$ cat src/hdl/bfca_pkg.sv
// shared types and constants for the best-fit chunk allocator
package bfca_pkg;

   localparam int MaxChunks    = 64;
   localparam int HeaderBytes  = 32;
   localparam int AddrBits     = 20;
   localparam int SlotBits     = $clog2(MaxChunks);
   localparam int CountBits    = $clog2(MaxChunks + 1);
   localparam int TableBits    = SlotBits + 1;
   localparam int QueueDepth   = 2;

   localparam logic [1:0] StatTiny  = 2'd0;
   localparam logic [1:0] StatSmall = 2'd1;
   localparam logic [1:0] StatLarge = 2'd2;
   localparam logic [1:0] StatNone  = 2'd3;

   localparam logic [1:0] RegTinyLimit  = 2'd0;
   localparam logic [1:0] RegSmallLimit = 2'd1;
   localparam logic [1:0] RegTinyPool   = 2'd2;
   localparam logic [1:0] RegSmallPool  = 2'd3;

   localparam logic [15:0] TinyLimitRst  = 16'd128;
   localparam logic [15:0] SmallLimitRst = 16'd1024;
   localparam logic [19:0] TinyPoolRst   = 20'd65536;
   localparam logic [19:0] SmallPoolRst  = 20'd262144;

   // classified request handed from front to back
   typedef struct packed {
      logic                oversize;
      logic                pool;
      logic [AddrBits:0]   need;
   } job_type;

   // result beat
   typedef struct packed {
      logic [1:0]          status;
      logic [AddrBits-1:0] offset;
      logic [AddrBits-1:0] granted;
      logic [AddrBits-1:0] free_left;
   } rsp_type;

   function automatic logic [AddrBits-1:0] pool_size(input logic [19:0] total);
      logic [20:0] d;
      d = {1'b0, total} - 21'(HeaderBytes);
      pool_size = (total > 20'(HeaderBytes)) ? AddrBits'(d) : '0;
   endfunction

endpackage

$ cat src/hdl/bfca_front.sv
// request classifier: pool choice, size rounding and a two-entry job queue
module bfca_front (
   input  logic                  clock,
   input  logic                  reset,
   input  logic                  req_tvalid,
   output logic                  req_tready,
   input  logic [31:0]           req_tdata,
   input  logic [15:0]           tiny_limit,
   input  logic [15:0]           small_limit,
   output logic                  job_valid,
   input  logic                  job_ready,
   output bfca_pkg::job_type     job
);

   bfca_pkg::job_type q_ff [bfca_pkg::QueueDepth];
   logic [0:0] wr_ff, rd_ff, wr_in, rd_in;
   logic [1:0] cnt_ff, cnt_in;
   bfca_pkg::job_type cls;
   logic [32:0] rnd;
   logic push, pop;

   always_comb begin
      rnd = {1'b0, (req_tdata == 32'd0) ? 32'd1 : req_tdata} + 33'd15;
      cls.oversize = req_tdata > {16'd0, small_limit};
      cls.pool  = req_tdata > {16'd0, tiny_limit};
      cls.need  = {rnd[bfca_pkg::AddrBits:4], 4'd0};
   end

   assign req_tready = cnt_ff != 2'(bfca_pkg::QueueDepth);
   assign push = req_tvalid && req_tready;
   assign job_valid = cnt_ff != 2'd0;
   assign pop = job_valid && job_ready;
   assign job = q_ff[rd_ff];
   assign wr_in = push ? wr_ff + 1'b1 : wr_ff;
   assign rd_in = pop ? rd_ff + 1'b1 : rd_ff;
   assign cnt_in = cnt_ff + 2'(push) - 2'(pop);

   always_ff @(posedge clock) begin
      if (reset) begin
         wr_ff <= '0;
         rd_ff <= '0;
         cnt_ff <= '0;
      end else begin
         wr_ff <= wr_in;
         rd_ff <= rd_in;
         cnt_ff <= cnt_in;
      end
      if (push) q_ff[wr_ff] <= cls;
   end

   a_cnt_bound: assert property (@(posedge clock) disable iff (reset)
      cnt_ff <= 2'(bfca_pkg::QueueDepth)) else $error("queue overflow");
   a_cnt_step: assert property (@(posedge clock) disable iff (reset)
      push && !pop |=> cnt_ff == $past(cnt_ff) + 2'd1) else $error("count step");
   a_empty_ptr: assert property (@(posedge clock) disable iff (reset)
      cnt_ff == 2'd0 |-> wr_ff == rd_ff) else $error("pointer mismatch");

endmodule

$ cat config.mk
export PLATFORM = sky130hd
export DESIGN_NAME = bfca_front
export DESIGN_NICKNAME = d
export VERILOG_FILES = /design/src/hdl/bfca_pkg.sv /design/src/hdl/bfca_front.sv
export SDC_FILE = /design/constraint.sdc
export NUM_CORES = 1
export LEC_CHECK = 0
export BUFFER_PORTS_ARGS = -buffer_cell sky130_fd_sc_hd__clkbuf_2
export CAP_MARGIN = 20
export CORE_MARGIN = 1
export CORE_UTILIZATION = 45
export CTS_CLUSTER_SIZE = 10
export DETAILED_ROUTE_END_ITERATION = 10
export HOLD_SLACK_MARGIN = 0.06
export PLACE_DENSITY = 0.72
export SYNTH_ARGS = -nofsm -noshare
export SYNTH_HDL_FRONTEND = slang
export SYNTH_SLANG_ARGS = --single-unit
$ cat constraint.sdc
create_clock -name clock -period 2.5 [get_ports clock]
set_clock_uncertainty 0.2 [all_clocks]
set_input_delay 0.5 -clock clock [delete_from_list [all_inputs] [get_ports clock]]
set_output_delay 0.5 -clock clock [all_outputs]
set_load 0.01 [all_outputs]
# After elaboration in Yosys (flattened, before gate mapping)

Memory sizes are Yosys's and may differ from the RTL's. A register that Yosys moved wholly into a read port is not among the register bits.
Index checks and enable logic that the tools add are counted.
W data, S select, Z words.

Flip-flop bits (word level): 4
RAM bits: 38
Bits of input ports: 68
Output and inout port bits: 25
Word-level logic and storage cells: 21
Memories: 1

Memory list:

| memory | words | width | read ports | clocked after Yosys merged registers in | wr ports | RTL line         | source |
|---|---|---|---|---|---|---|---|
| q_ff   | 2     | 19    | 1          | 1                                       | 1        | bfca_front.sv:15 | `bfca_pkg::job_type q_ff [bfca_pkg::QueueDepth];` |

$add $sub $neg: 5
Order comparisons: 2
Eq/ne operators: 1
Muxes and demuxes: 5
Reduce and logical (&&, ||, !) cells: 4

Operators by type and width:

| operator                | count |
|---|---|
| $gt A32 B16 Y1          | 2 |
| $logic_not A32 Y1       | 1 |
| $add A21 B4 Y21 const B | 1 |
| $mux W21                | 1 |
| $mux W1                 | 4 |
| $add A1 B1 Y1 const B   | 2 |
| $add A2 B1 Y2           | 1 |
| $logic_and A1 B1 Y1     | 2 |
| $ne A2 B2 Y1 const B    | 1 |
| $reduce_bool A2 Y1      | 1 |
| $sub A2 B1 Y2           | 1 |

# Longest topological paths before layout

Word-level depth: 4
Mapped depth: 8

# Worst setup path after synthesis

OpenSTA, ideal clock, no wires.

Path type: register -> register
From: register cnt_ff[0]
To: memory q_ff[0][0] in the netlist's numbering (enable)
Library setup time: 395 ps
Arrival time: 1,449 ps
Data required time: 1,905 ps
Path slack: 456 ps
Stages on the path, launching flop included: 4
Period minus slack after synthesis: 2,044 ps
Cell sequence: dfxtp_1 -> nand2b_1 -> nand2_1 -> nor2_1

Word-level cells in the longest chain between the ends: 4

RTL lines:

| element                       | RTL line         | source |
|---|---|---|
| start: declaration            | bfca_front.sv:17 | `logic [1:0] cnt_ff, cnt_in;` |
| start signal: assignment      | bfca_front.sv:46 | `cnt_ff <= cnt_in;` |
| $ne A2 B2 Y1                  | bfca_front.sv:29 | `assign req_tready = cnt_ff != 2'(bfca_pkg::QueueDepth);` |
| via req_tready                | bfca_front.sv:6  | `output logic req_tready,` |
| $logic_and A1 B1 Y1           | bfca_front.sv:30 | `assign push = req_tvalid && req_tready;` |
| $mux W1                       | bfca_front.sv:48 | `if (push) q_ff[wr_ff] <= cls;` |
| $mux W1 (implied by the code) | bfca_front.sv:48 |  |
| end: declaration              | bfca_front.sv:15 |  |

The timed path passes the listed nets, and every way through them passes these cells.

==> summary.txt <==
status - finished, final reports clean
final hold vios - 0
class of the worst hold path - in2reg
CTS Buf Count - 5
Non-Filler Instances - 423
io pins - 93
vias in the first global route - 2042
Final setup viols - 0
post-DR wirelength/cell - 12.9 µm
root buffer cell - clkbuf_8
antenna-violating nets left - 0
first drt pass iteration count - 4
CTS tree - built
Post-CTS Hold Fix Bufs - 0
# rows - 28
vias - 2129
number of synthesized register bits - 43
Ys Warns - 0
Horiz. Die Dim - 80.9 µm
Worst-path clk slew - 0.07 ns
routability cong. - 0.815
layout cells sized above 1 - 34.8%
Max Freq - 0.482 GHz
Synth Instances - 253
first-pass GRT wire length - 8830 µm
CTS Sinks - 43
power after layout - 2.05 mW
DRC viols - 0
DIE AREA - 6540 µm²
largest net degree at the start of global routing - 20
post-CTS sizing - 0
Die Y-Extent - 80.9 µm
fill count - 547
commonest non-fill, non-tap cell in the layout - clkbuf_2
commonest non-fill, non-tap cells in the layout - 88 x clkbuf_2, 38 x edfxtp_1, 36 x inv_1
CP Max Fanout - 19
Slew Viols, Final - 0
post-synth cell types - 36
Crit path largest cell delay - 0.39 ns
Slowest-stage cell, CP - mux2_2
Clock Tree Buf Depth - 2
DP Wirelength - 4440 µm
mapped cell area - 2800 µm²
core area - 5960 µm²
final WL - 5450 µm
setup_tns - 0 ns
Setup Crit Path Kind - reg2out
maxcap violations - 0
crit path DAT - 1.38 ns
Worst setup SP type - flip-flop
Initial Util - 47.0%
nets@finish - 449
initial antenna violation count - 0
fin crit share - 83.0%
pwr dens - 604 nW/µm²
RSZ-0062 raised after global routing - no
Required @ worst endpoint - 1.80 ns
Seq/Total Area, Yosys - 44.4%
worst skew pair latency - 0.28 ns
Total Routing Usage GR - 17.7%
fin crit period - 2.08 ns
Peak VDD IR - 0.473 mV
CP Cell Sequence - buf_4 -> mux2_2 -> clkbuf_2
Synth Area per Inst - 11.1 µm²
Via density - 5.03
CP endpoint kind - primary output
CTS H-tree depth - 2
Port Buffer Count - 88
diode count - 0
DP Cell Count - 415
GRT overflow - 0
1st-iter DRT viols - 75
post-CTS setup buffer count - 0
Lkg Pwr - 1.58 nW
Area Growth Syn to Fin - 21.5%
-- where the power goes --
| part | internal (mW) | total [mW] | leakage [nW] | switching (mW) |
|---|---|---|---|---|
| clock network | 0.189 | 0.406 | 0.0392 | 0.216 |
| registers | 0.910 | 0.941 | 0.383 | 0.0306 |
| logic | 0.333 | 0.708 | 1.16 | 0.374 |
-- cell usage after synthesis --
library cell	n	area [µm²]
a211oi_1	1	7.51
a21o_1	3	22.5
a21oi_1	11	55.1
a221oi_1	2	17.5
a31oi_1	1	6.26
and2_1	4	25.0
and3_1	5	31.3
and4_1	1	8.76
buf_1	1	3.75
buf_2	1	5.00
buf_4	4	30.0
buf_6	1	11.3
conb_1	1	3.75
dfxtp_1	5	100
edfxtp_1	38	1140
ha_1	34	425
inv_1	36	135
mux2_2	19	214
mux2i_1	1	10.0
nand2_1	13	48.8
nand2b_1	1	6.26
nand3_1	8	40.0
nand4_1	6	37.5
nor2_1	10	37.5
nor2b_1	2	12.5
nor3_1	1	5.00
nor3_4	1	16.3
nor4_1	9	56.3
o211ai_1	4	30.0
o21ai_0	4	20.0
o221a_2	1	11.3
o41ai_4	1	27.5
or2_2	2	12.5
or4_1	1	7.51
xnor2_1	16	140
xor2_1	4	35.0
-- final timing paths --
check / slack (ns) / depth (start not counted) / to / startpoint
max: 0.42 / 3 / job[22] / flip-flop
min: 0.23 / 2 / cnt_ff[1] / reset
max reg2reg: 0.53 / 8 / cnt_ff[1] / cnt_ff[1]
min reg2reg: 0.32 / 2 / rd_ff / rd_ff
-- through the flow --
step	hold slack (ns)	setup slack [ns]	instance area [µm²]	utilization (%)
floorplan	0.281	0.456	2810	-
global placement	0.301	0.235	3320	55.7
detailed placement	0.315	0.182	3320	55.7
CTS	0.231	0.411	3400	57.1
global route	0.237	0.365	3400	57.1
finish	0.235	0.424	3400	57.1
-- layer usage --
metal	share of wire, %	wire length (µm)	GRT usage, %
met5	0	0	0
met4	1.9	105	6.25
met3	4.6	249	2.92
met2	49	2680	31.7
met1	44	2410	21.4
-- final cells by class --
type | count | area (µm²) | area share [%]
clock buffers | 5 | 68.8 | 2.02
clock inverters | 3 | 15.0 | 0.442
inverters | 36 | 135 | 3.97
multi-input cells | 170 | 1380 | 40.7
flip-flops and latches | 43 | 1240 | 36.5
well taps | 75 | 93.8 | 2.76
repair buffers | 91 | 463 | 13.6
-- registers in the layout, indices dropped and copies added, names as in the netlist, named ones only --
signal  flops
cnt_ff      2
wr_ff       1
rd_ff       1
q_ff       38
-- critical path, delay by kind of cell, from the launching register on --
family	cells	cell delay (ns)
flip-flops	1	0.31
buffers and inverters	2	0.39
multiplexers	1	0.39
-- cell families after synthesis --
| kind of cell | after synthesis | share of synthesized area [%] |
|---|---|---|
| other cells | 1 | 0.134 |
| simple gates | 64 | 12.3 |
| mux | 20 | 8.01 |
| buf+inv | 43 | 6.62 |
| flops | 43 | 44.4 |
| xor+xnor | 20 | 6.26 |
| compound gates | 28 | 7.07 |
| fa+ha+maj | 34 | 15.2 |
No activity file was read; power rests on OpenSTA's default activity.
